`src/rtl/core/sgm_pkg.sv`:
```
`default_nettype none

package sgm_pkg;

  // frame limits and field widths
  localparam int MAX_WIDTH  = 2048;
  localparam int MAX_HEIGHT = 2048;
  localparam int CFG_W      = 12;
  localparam int CH_W       = 8;
  localparam int LUMA_W     = 16;
  localparam int PIX_W      = 11;
  localparam int OUT_W      = 22;
  localparam int COL_W      = $clog2(MAX_WIDTH);
  localparam int ROW_W      = $clog2(MAX_HEIGHT + 1);

  // register reset values
  localparam int WIDTH_RST  = 2048;
  localparam int HEIGHT_RST = 2048;
  localparam int GAIN_RST   = 256;

  // luma weights, 8-bit rounded
  localparam int W_RED   = 77;
  localparam int W_GREEN = 150;
  localparam int W_BLUE  = 29;

  // gradient datapath widths
  localparam int GAIN_W   = 12;
  localparam int GAIN_MAX = 2048;
  localparam int FRAC_W   = 8;
  localparam int SUM3_W   = LUMA_W + 2;
  localparam int DIFF_W   = SUM3_W + 1;
  localparam int SQ_W     = 2 * (DIFF_W - 1);
  localparam int RAD_W    = 2 * DIFF_W;
  localparam int ROOT_W   = RAD_W / 2;
  localparam int REM_W    = ROOT_W + 1;
  localparam int PROD_W   = DIFF_W + GAIN_W;
  localparam int CNT_W    = $clog2(ROOT_W + 1);

  typedef enum logic [1:0] {
    REG_FRAME_WIDTH,
    REG_FRAME_HEIGHT,
    REG_GAIN,
    REG_SINGLE_CHANNEL
  } cfg_reg_e;

  typedef enum logic {
    CMD_PIXEL,
    CMD_FLUSH
  } cmd_e;

  typedef struct packed {
    logic [CFG_W-1:0] frame_width;
    logic [CFG_W-1:0] frame_height;
    logic [CFG_W-1:0] gain;
    logic             single_channel;
  } cfg_t;

  // window indexed [column][row], column 0 left, row 0 top
  typedef logic [2:0][2:0][LUMA_W-1:0] win_t;

  typedef struct packed {
    win_t             win;
    logic [PIX_W-1:0] x;
    logic [PIX_W-1:0] y;
    logic             last;
  } job_t;

  typedef enum logic [2:0] {
    FS_IDLE,
    FS_PIX,
    FS_EMIT1,
    FS_EMIT2,
    FS_FADDR,
    FS_FDATA,
    FS_FEMIT
  } front_state_e;

  typedef enum logic [2:0] {
    GS_IDLE,
    GS_SQ,
    GS_LOAD,
    GS_ROOT,
    GS_DONE
  } grad_state_e;

endpackage

`default_nettype wire

```
`src/rtl/core/sgm_isqrt.sv`:
```
`default_nettype none

module sgm_isqrt (
  input  wire logic                     clk_i,
  input  wire logic                     rst_ni,
  input  wire logic                     load_i,
  input  wire logic [sgm_pkg::RAD_W-1:0] radicand_i,
  input  wire logic                     step_i,
  output logic                          bit_o
);

  logic [sgm_pkg::RAD_W-1:0]  rad_q;
  logic [sgm_pkg::REM_W-1:0]  rem_q;
  logic [sgm_pkg::ROOT_W-1:0] root_q;
  logic [sgm_pkg::REM_W+1:0]  rem_sh;
  logic [sgm_pkg::REM_W+1:0]  trial;
  logic [sgm_pkg::REM_W+1:0]  rem_sub;

  // bring down the next two radicand bits and try the next root bit
  always_comb begin
    rem_sh  = {rem_q, rad_q[sgm_pkg::RAD_W-1 -: 2]};
    trial   = {1'b0, root_q, 2'b01};
    bit_o   = (rem_sh >= trial);
    rem_sub = rem_sh - trial;
  end

  // one root bit per cycle while step_i is high, msb first
  always_ff @(posedge clk_i or negedge rst_ni) begin
    if (!rst_ni) begin
      rad_q  <= '0;
      rem_q  <= '0;
      root_q <= '0;
    end else if (load_i) begin
      rad_q  <= radicand_i;
      rem_q  <= '0;
      root_q <= '0;
    end else if (step_i) begin
      rad_q  <= {rad_q[sgm_pkg::RAD_W-3:0], 2'b00};
      rem_q  <= bit_o ? rem_sub[sgm_pkg::REM_W-1:0] : rem_sh[sgm_pkg::REM_W-1:0];
      root_q <= {root_q[sgm_pkg::ROOT_W-2:0], bit_o};
    end
  end

  // partial remainder never exceeds twice the partial root
  a_rem_bound: assert property (@(posedge clk_i) disable iff (!rst_ni)
    rem_q <= {root_q, 1'b0})
    else $error("square root remainder out of bound");

endmodule

`default_nettype wire

```
`src/rtl/core/sgm_grad.sv`:
```
`default_nettype none

module sgm_grad (
  input  wire logic                           clk_i,
  input  wire logic                           rst_ni,
  input  wire logic [sgm_pkg::CFG_W-1:0]      gain_i,
  input  wire logic                           req_valid_i,
  output logic                                req_ready_o,
  input  wire sgm_pkg::job_t                  job_i,
  output logic                                out_valid_o,
  input  wire logic                           out_ready_i,
  output logic [sgm_pkg::PIX_W-1:0]           pixel_x_o,
  output logic [sgm_pkg::PIX_W-1:0]           pixel_y_o,
  output logic signed [sgm_pkg::OUT_W-1:0]    grad_x_o,
  output logic signed [sgm_pkg::OUT_W-1:0]    grad_y_o,
  output logic [sgm_pkg::OUT_W-1:0]           magnitude_o,
  output logic                                last_of_frame_o
);

  sgm_pkg::grad_state_e state_q, state_d;

  logic [sgm_pkg::SUM3_W-1:0]        s_right, s_left, s_bottom, s_top;
  logic signed [sgm_pkg::DIFF_W-1:0] dx_w, dy_w;
  logic signed [sgm_pkg::DIFF_W-1:0] dx_q, dy_q;
  logic [sgm_pkg::PIX_W-1:0]         x_q, y_q;
  logic                              last_q;
  logic signed [2*sgm_pkg::DIFF_W-1:0] sqx_full, sqy_full;
  logic [sgm_pkg::SQ_W-1:0]          sqx_q, sqy_q;
  logic [sgm_pkg::RAD_W-1:0]         radicand;
  logic [sgm_pkg::GAIN_W-1:0]        g_clamp, g_q, gsh_q;
  logic signed [sgm_pkg::PROD_W-1:0] gx_q, gy_q, gx_sh, gy_sh;
  logic [sgm_pkg::PROD_W-1:0]        gx_add, gy_add, mag_add;
  logic [sgm_pkg::PROD_W-1:0]        mag_q;
  logic [sgm_pkg::CNT_W-1:0]         cnt_q;
  logic                              root_bit;
  logic                              sq_load, sq_step, out_free, out_load, start;

  logic                              ov_q;
  logic [sgm_pkg::PIX_W-1:0]         ox_q, oy_q;
  logic signed [sgm_pkg::OUT_W-1:0]  ogx_q, ogy_q;
  logic [sgm_pkg::OUT_W-1:0]         omag_q;
  logic                              olast_q;

  // sobel sums over the window columns and rows
  always_comb begin
    s_right  = sgm_pkg::SUM3_W'(job_i.win[2][0]) + {1'b0, job_i.win[2][1], 1'b0}
             + sgm_pkg::SUM3_W'(job_i.win[2][2]);
    s_left   = sgm_pkg::SUM3_W'(job_i.win[0][0]) + {1'b0, job_i.win[0][1], 1'b0}
             + sgm_pkg::SUM3_W'(job_i.win[0][2]);
    s_bottom = sgm_pkg::SUM3_W'(job_i.win[0][2]) + {1'b0, job_i.win[1][2], 1'b0}
             + sgm_pkg::SUM3_W'(job_i.win[2][2]);
    s_top    = sgm_pkg::SUM3_W'(job_i.win[0][0]) + {1'b0, job_i.win[1][0], 1'b0}
             + sgm_pkg::SUM3_W'(job_i.win[2][0]);
    dx_w     = $signed({1'b0, s_right}) - $signed({1'b0, s_left});
    dy_w     = $signed({1'b0, s_bottom}) - $signed({1'b0, s_top});
  end

  // squares, radicand and serial gain terms
  always_comb begin
    sqx_full = dx_q * dx_q;
    sqy_full = dy_q * dy_q;
    radicand = sgm_pkg::RAD_W'(sqx_q) + sgm_pkg::RAD_W'(sqy_q);
    g_clamp  = (gain_i > sgm_pkg::GAIN_W'(sgm_pkg::GAIN_MAX)) ?
               sgm_pkg::GAIN_W'(sgm_pkg::GAIN_MAX) : gain_i;
    gx_add   = gsh_q[sgm_pkg::GAIN_W-1] ?
               {{(sgm_pkg::PROD_W-sgm_pkg::DIFF_W){dx_q[sgm_pkg::DIFF_W-1]}}, dx_q} : '0;
    gy_add   = gsh_q[sgm_pkg::GAIN_W-1] ?
               {{(sgm_pkg::PROD_W-sgm_pkg::DIFF_W){dy_q[sgm_pkg::DIFF_W-1]}}, dy_q} : '0;
    mag_add  = root_bit ? sgm_pkg::PROD_W'(g_q) : '0;
    gx_sh    = gx_q >>> sgm_pkg::FRAC_W;
    gy_sh    = gy_q >>> sgm_pkg::FRAC_W;
  end

  sgm_isqrt u_isqrt (
    .clk_i      (clk_i),
    .rst_ni     (rst_ni),
    .load_i     (sq_load),
    .radicand_i (radicand),
    .step_i     (sq_step),
    .bit_o      (root_bit)
  );

  // next state
  always_comb begin
    state_d = state_q;
    unique case (state_q)
      sgm_pkg::GS_IDLE: if (req_valid_i) state_d = sgm_pkg::GS_SQ;
      sgm_pkg::GS_SQ:   state_d = sgm_pkg::GS_LOAD;
      sgm_pkg::GS_LOAD: state_d = sgm_pkg::GS_ROOT;
      sgm_pkg::GS_ROOT: begin
        if (cnt_q == sgm_pkg::CNT_W'(sgm_pkg::ROOT_W - 1)) state_d = sgm_pkg::GS_DONE;
      end
      sgm_pkg::GS_DONE: if (out_free) state_d = sgm_pkg::GS_IDLE;
      default:          state_d = sgm_pkg::GS_IDLE;
    endcase
  end

  // control outputs
  always_comb begin
    out_free    = !ov_q || out_ready_i;
    req_ready_o = (state_q == sgm_pkg::GS_IDLE);
    start       = req_valid_i && req_ready_o;
    sq_load     = (state_q == sgm_pkg::GS_LOAD);
    sq_step     = (state_q == sgm_pkg::GS_ROOT);
    out_load    = (state_q == sgm_pkg::GS_DONE) && out_free;
  end

  always_ff @(posedge clk_i or negedge rst_ni) begin
    if (!rst_ni) begin
      state_q <= sgm_pkg::GS_IDLE;
    end else begin
      state_q <= state_d;
    end
  end

  // datapath registers
  always_ff @(posedge clk_i) begin
    if (start) begin
      dx_q   <= dx_w;
      dy_q   <= dy_w;
      x_q    <= job_i.x;
      y_q    <= job_i.y;
      last_q <= job_i.last;
    end
    if (state_q == sgm_pkg::GS_SQ) begin
      sqx_q <= sqx_full[sgm_pkg::SQ_W-1:0];
      sqy_q <= sqy_full[sgm_pkg::SQ_W-1:0];
    end
    if (sq_load) begin
      g_q   <= g_clamp;
      gsh_q <= g_clamp;
      gx_q  <= '0;
      gy_q  <= '0;
      mag_q <= '0;
      cnt_q <= '0;
    end else if (sq_step) begin
      cnt_q <= cnt_q + 1'b1;
      // root bits arrive msb first: accumulate root * gain
      mag_q <= {mag_q[sgm_pkg::PROD_W-2:0], 1'b0} + mag_add;
      // gain bits msb first: accumulate d * gain
      if (cnt_q < sgm_pkg::CNT_W'(sgm_pkg::GAIN_W)) begin
        gx_q  <= (gx_q <<< 1) + $signed(gx_add);
        gy_q  <= (gy_q <<< 1) + $signed(gy_add);
        gsh_q <= {gsh_q[sgm_pkg::GAIN_W-2:0], 1'b0};
      end
    end
  end

  // result register, frees the core while a result waits
  always_ff @(posedge clk_i or negedge rst_ni) begin
    if (!rst_ni) begin
      ov_q <= 1'b0;
    end else if (out_load) begin
      ov_q <= 1'b1;
    end else if (out_ready_i) begin
      ov_q <= 1'b0;
    end
  end

  always_ff @(posedge clk_i) begin
    if (out_load) begin
      ox_q    <= x_q;
      oy_q    <= y_q;
      ogx_q   <= gx_sh[sgm_pkg::OUT_W-1:0];
      ogy_q   <= gy_sh[sgm_pkg::OUT_W-1:0];
      omag_q  <= mag_q[sgm_pkg::FRAC_W +: sgm_pkg::OUT_W];
      olast_q <= last_q;
    end
  end

  assign out_valid_o     = ov_q;
  assign pixel_x_o       = ox_q;
  assign pixel_y_o       = oy_q;
  assign grad_x_o        = ogx_q;
  assign grad_y_o        = ogy_q;
  assign magnitude_o     = omag_q;
  assign last_of_frame_o = olast_q;

  // root iteration count stays within the root width
  a_cnt_bound: assert property (@(posedge clk_i) disable iff (!rst_ni)
    (state_q == sgm_pkg::GS_ROOT) |-> (cnt_q < sgm_pkg::CNT_W'(sgm_pkg::ROOT_W)))
    else $error("root iteration count overran");

  // a finished result always lands in the result register
  a_out_load: assert property (@(posedge clk_i) disable iff (!rst_ni)
    out_load |=> (ov_q && state_q == sgm_pkg::GS_IDLE))
    else $error("result not registered");

endmodule

`default_nettype wire

```
`config.mk`:
```
export PLATFORM = sky130hd
export DESIGN_NAME = sgm_grad
export DESIGN_NICKNAME = d
export VERILOG_FILES = /design/src/rtl/core/sgm_pkg.sv /design/src/rtl/core/sgm_isqrt.sv /design/src/rtl/core/sgm_grad.sv
export SDC_FILE = /design/constraint.sdc
export NUM_CORES = 2
export LEC_CHECK = 0
export BUFFER_PORTS_ARGS = -buffer_cell sky130_fd_sc_hd__clkbuf_2
export CAP_MARGIN = 20
export CORE_MARGIN = 2
export CORE_UTILIZATION = 40
export DETAILED_ROUTE_END_ITERATION = 12
export SKIP_CTS_REPAIR_TIMING = 1
export SLEW_MARGIN = 20
export SYNTH_ARGS = -nofsm -noshare
export SYNTH_HDL_FRONTEND = slang
export SYNTH_SLANG_ARGS = --single-unit
```
`constraint.sdc`:
```
create_clock -name clk_i -period 9.16 [get_ports clk_i]
set_input_delay 0.458 -clock clk_i [delete_from_list [all_inputs] [get_ports clk_i]]
set_output_delay 0.458 -clock clk_i [all_outputs]
set_load 0.005 [all_outputs]
```
After elaboration in Yosys (flattened, before gate mapping)
Cells that the tools add are included.

word-level totals
  register bits = 422
  input bits = 183
  output and inout bits = 91
  word-level logic and storage cells = 84

cells by class
  $add $sub $neg = 16
  multipliers = 2
  magnitude comparators = 3
  equal/unequal tests = 8
  muxes and demuxes = 20
  reduce and logical (&&, ||, !) cells = 11

operators with widths
  cell                                                        number
  2-to-1 mux 38 bit                                           2
  adder 16 x 17 -> 18 bit                                     4
  adder 18 x 16 -> 18 bit                                     4
  multiplier 19 x 19 -> 36 bit                                2
  adder 30 bit                                                2
  2-to-1 mux 12 bit                                           5
  2-to-1 mux 20 bit                                           3
  2-to-1 mux 30 bit                                           2
  2-to-1 mux 19 bit                                           2
  subtractor 18 x 18 -> 19 bit                                2
  adder 36 x 36 -> 37 bit                                     1
  adder 30 x 12 -> 30 bit                                     1
  greater-or-equal comparator 22 x 21 -> 1 bit                1
  subtractor 20 bit                                           1
  one-hot mux 3 bit (5 select lines)                          1
  greater-than comparator 12 bit, second input constant       1
  2-to-1 mux 3 bit                                            3
  equality test 3 x 2 -> 1 bit, second input constant         2
  nonzero test 2 bit                                          3
  adder 5 x 1 -> 5 bit, second input constant                 1
  equality test 5 bit, second input constant                  1
  less-than comparator 5 x 4 -> 1 bit, second input constant  1
  inequality test 2 bit, second input constant                2
  AND reduction 2 bit                                         2
  9 further kinds                                             11

Longest topological paths before layout
  depth after elaboration = 4
  gate-level depth with buffers = 25
  depth with buffers taken out = 25

Hierarchy
From an unflattened synthesis, not the netlist that was laid out.

unflattened totals
  cell total of the unflattened synthesis = 4773
  area, all modules = 48343.9 µm²

modules (own cells, without submodules)
  module     times used  cells an instance  area an instance (µm²)  seq. area each (µm²)
  sgm_grad   1           4274               43695.7                 9328.9
  sgm_isqrt  1           499                4648.2                  1926.8

Worst setup path before layout
Ideal clock, no wire load.

  path kind = register to register
  start point = register dy_q[15] in the netlist's numbering
  end point = register sqy_q[35] in the netlist's numbering, data pin
  data arrival time = 6.468 ns
  slack = 2.433 ns
  cell stages (with the launch flop) = 24
  path buffers = 2
  clock period less this slack = 6.727 ns
  cells stage by stage = edfxtp_1 clkbuf_1 clkbuf_1 nand2_1 fa_1 inv_1 fa_1 inv_1 fa_1 inv_1 fa_1 fa_1 fa_1 fa_1 ha_1 a21oi_1 o21ai_0 o41ai_1 a41oi_1 o21ai_0 a211oi_1 nor4_1 o21bai_1 xnor2_1

on the way
  longest elaborated chain between the ends = 1

RTL lines
  element                       line             RTL
  from (decl)                   sgm_grad.sv:24   logic signed [sgm_pkg::DIFF_W-1:0] dx_q, dy_q;
  from (signal assigned)        sgm_grad.sv:120  dy_q <= dy_w;
  multiplier 19 x 19 -> 36 bit  sgm_grad.sv:61   sqy_full = dy_q * dy_q;
  via sqy_full, one bit         sgm_grad.sv:27   logic signed [2*sgm_pkg::DIFF_W-1:0] sqx_full, sqy_full;
  to (signal assigned)          sgm_grad.sv:127  sqy_q <= sqy_full[sgm_pkg::SQ_W-1:0];
  to (decl)                     sgm_grad.sv:28   logic [sgm_pkg::SQ_W-1:0] sqx_q, sqy_q;

The timed path passes the listed nets, and every way through them passes these cells.
A chain may end at the register's enable or synchronous reset.

Worst setup path in the final report
  start point = register dy_q[1] in the netlist's numbering
  end point = register sqy_q[34] in the netlist's numbering, data pin

Same word-level chain as after synthesis.

==> results.yml <==
timing:
  period_minus_slack_ns: 7.611
  hold_viol: 0
  drv_slew: 0
  max_freq_mhz: 131.4
  relSlewSlack_pct: 31.23
  min_period_over_period_pct: 83.08
  rsz0062_at_grt: "no"
  clock_skew_ns: 0.02604
  tightestPinTransition_ns: 1.032
  setup_viol: 0
  setup_tns_ns: 0
die:
  io_pins: 274
  num_rows: 127
  dieArea_um2: 123200
  die_x_um: 351.0
  die_height_um: 351.0
  start_util_pct: 40.24
  core_um2: 119700
logic_synthesis:
  synth-seq-cells: 420
  synth-main-ff-cell: "edfxtp_1"
  synth_edf_count: 244
  avgSynthCellArea_um2: 10.06
  ys_top_cells_by_area: "fa_1 32%, edfxtp_1 15%, ha_1 11%"
  syn_nets: 6149
  netlist_instances: 4787
  ys_warn_count: 0
  synth.top_cell.area_share_pct: 31.89
  synth_common_cells: "957 x inv_1, 767 x fa_1, 425 x nand2_1, 412 x ha_1, 244 x edfxtp_1"
  syn_area_um2: 48150
  yosysSeqAreaShare_pct: 23.37
  synthDistinctLibCells: 76
  yosysMostFrequentCell: "inv_1"
  synth_top_cell_by_area: "fa_1"
  async_reset_ff_share_pct: 19.29
worst_hold_path:
  holdPathStages: 1
  hold-path-endpoint: "y_q[4]$_DFFE_PP_"
  hp-class: "in2reg"
  min_from: "job_i[5]"
worst_setup_path:
  cp-startpoint: "dy_q[1]$_DFFE_PP_"
  path_cells: "nand2_1 > fa_1 > inv_1 > fa_1 > inv_1 > fa_1 > inv_1 > fa_1 > fa_1 > fa_1 > ha_1 > ha_1 > or3_1 > a2111oi_0 > or3_1 > a21oi_1 > a211oi_1 > o31ai_1 > a21oi_1 > xnor2_1"
  crit_top_cell: "fa_1"
  worst-path-buf-inv: 3
  crit_path_end_kind: "flip-flop"
  r2r_end: "sqy_q[34]$_DFFE_PP_"
  crit_family: "adder cells"
  path_class: "reg2reg"
  startpoint_type: "flip-flop"
  arrival_ns: 7.97
  cp_slowest_cell: "edfxtp_1"
  cp.required_ns: 9.52
  cpPeakStageDelay_ns: 1.02
  reg2reg_depth: 20
  critPathMaxFanout: 18
  r2r_start: "dy_q[1]$_DFFE_PP_"
  reg2reg_setup_slack_ns: 1.55
layout:
  drive_gt1_share_pct: 9.078
  syn2layout_area_growth_pct: 10.98
  final_net_count: 6397
power_and_ir_drop:
  power.total_w: 0.01442
  leakage_nw: 25.62
  power_density_nw_per_um2: 269.8
  vdd_drop_max_mv: 0.2186
clock_tree:
  htreeDepth: 2
  cts_max_path_buffers: 3
  tritoncts: "built"
  clkTransAtPathRegs_ns: 0.06
  clk_latency_ns: 0.63
  cts_buffers: 51
  clkSinkCount: 420
  cts_root_buf: "clkbuf_16"
drt:
  drtAntennaViolNets: 0
  vias_per_cell: 4.984
  via_count: 33350
  dr.pass1.iters: 6
  drt-total-wl_um: 116000
  drc: 0
  drtIter0Drc: 1673
  post_drt_wl_per_cell_um: 17.34
grt:
  grt_pass1_wl_um: 189200
  grt_pass1_vias: 35630
  grt_max_degree: 76
  grt_use_total_pct: 19.50
  antenna_found_initial: 12
  grt-ovfl-total: 0
outcome:
  status: "finished, final reports clean"
placement:
  port_buffers: 257
  dp.final_hpwl_um: 94000
  gp_congestion: 1.003
run:
  maxCapViolCount: 0
==> report_power, final <==
part	internal, W	switching (W)	leakage, nW
registers	0.00292	0.000360	4.04
clock network	0.00126	0.000860	0.866
logic	0.00384	0.00517	20.7
total	0.00803	0.00639	25.6
==> per-stage QoR <==
stage,worst slack [ns],cell area (um^2),utilization (%),cells,hold slack [ns]
after floorplan,2.433,48150,-,4787,0.1624
after global placement,1.620,51420,42.97,6571,0.4004
after detailed placement,1.603,51420,42.97,6571,0.4020
after CTS,1.585,53190,44.46,6667,-0.2933
after global routing,1.088,53440,44.66,6691,0.01611
final,1.549,53440,44.66,6691,0.03486
==> metal layers <==
metal | up-vias | global-route usage [%] | share of wire [%]
met5 | - | 0 | 0.095
met4 | 16 | 4.143 | 2.0
met3 | 128 | 3.702 | 5.4
met2 | 619 | 34.62 | 50
met1 | 16700 | 24.59 | 42
li1 | 15890 | - | -
==> logic make-up (layout without fill, tap and decap cells) <==
group | Yosys count | in the layout | synth area share (%)
DFF | 420 | 420 | 23.37
AOI/OAI and AO/OA | 712 | 712 | 9.471
muxes | 26 | 26 | 0.5716
adders and majority gates | 1179 | 1179 | 42.59
buffers and inverters | 1103 | 1394 | 8.606
xor gates and xnor gates | 247 | 247 | 4.493
other | 0 | 1 | 0
and+or+nand+nor | 1100 | 1100 | 10.89
==> area by class of cell <==
cell class / count / area [um^2]
antenna: 1 / 2.502
clock buffer: 66 / 1435
clock inverter: 30 / 339.1
fill: 11470 / 66210
inverter: 959 / 3600
multi-input combinational: 3264 / 32830
sequential: 420 / 11260
tap: 1612 / 2017
timing repair buffer: 339 / 1962
==> worst max-delay path by stage <==
stage               cells past startpoint                  end  slack (ns)
floorplan                              23  sqy_q[35]$_DFFE_PP_        2.43
global placement                       21  sqy_q[35]$_DFFE_PP_        1.62
detailed placement                     20  sqy_q[32]$_DFFE_PP_        1.60
CTS                                    20  sqy_q[32]$_DFFE_PP_        1.58
global route                           21  sqy_q[35]$_DFFE_PP_        1.09
finish                                 20  sqy_q[34]$_DFFE_PP_        1.55
==> flip-flops by register name, summed over array words and instances, names as in the netlist, 30 cells and up <==
| name | flops |
|---|---|
| sqy_q | 35 |
| u_isqrt.rad_q | 38 |
| gy_q | 30 |
| gx_q | 30 |
| mag_q | 30 |
| sqx_q | 35 |
==> cell usage in the layout, fill, tap and decap left out, types with 14 or more instances in the layout <==
master | synthesis | layout
a211oi_1 | 28 | 27
a21o_1 | 81 | 81
a21oi_1 | 177 | 177
a31oi_1 | 21 | 20
and2_1 | 137 | 137
and3_1 | 35 | 34
buf_4 | 1 | 60
clkbuf_16 | 0 | 53
clkbuf_2 | 0 | 256
dfrtp_1 | 81 | 80
dfxtp_1 | 95 | 95
dlygate4sd3_1 | 0 | 23
edfxtp_1 | 244 | 244
fa_1 | 767 | 767
ha_1 | 412 | 412
inv_1 | 957 | 957
mux2i_1 | 14 | 14
nand2_1 | 425 | 424
nand2b_1 | 33 | 32
nand3_1 | 116 | 116
nand4_1 | 22 | 22
nor2_1 | 170 | 169
nor2b_1 | 60 | 59
nor3_1 | 44 | 42
o21a_1 | 25 | 25
o21ai_0 | 203 | 202
o21bai_1 | 24 | 24
o311ai_0 | 20 | 20
o31ai_1 | 29 | 29
or3_1 | 17 | 17
xnor2_1 | 160 | 160
xor2_1 | 87 | 87
Note: power is estimated with default switching activity, not from simulation.
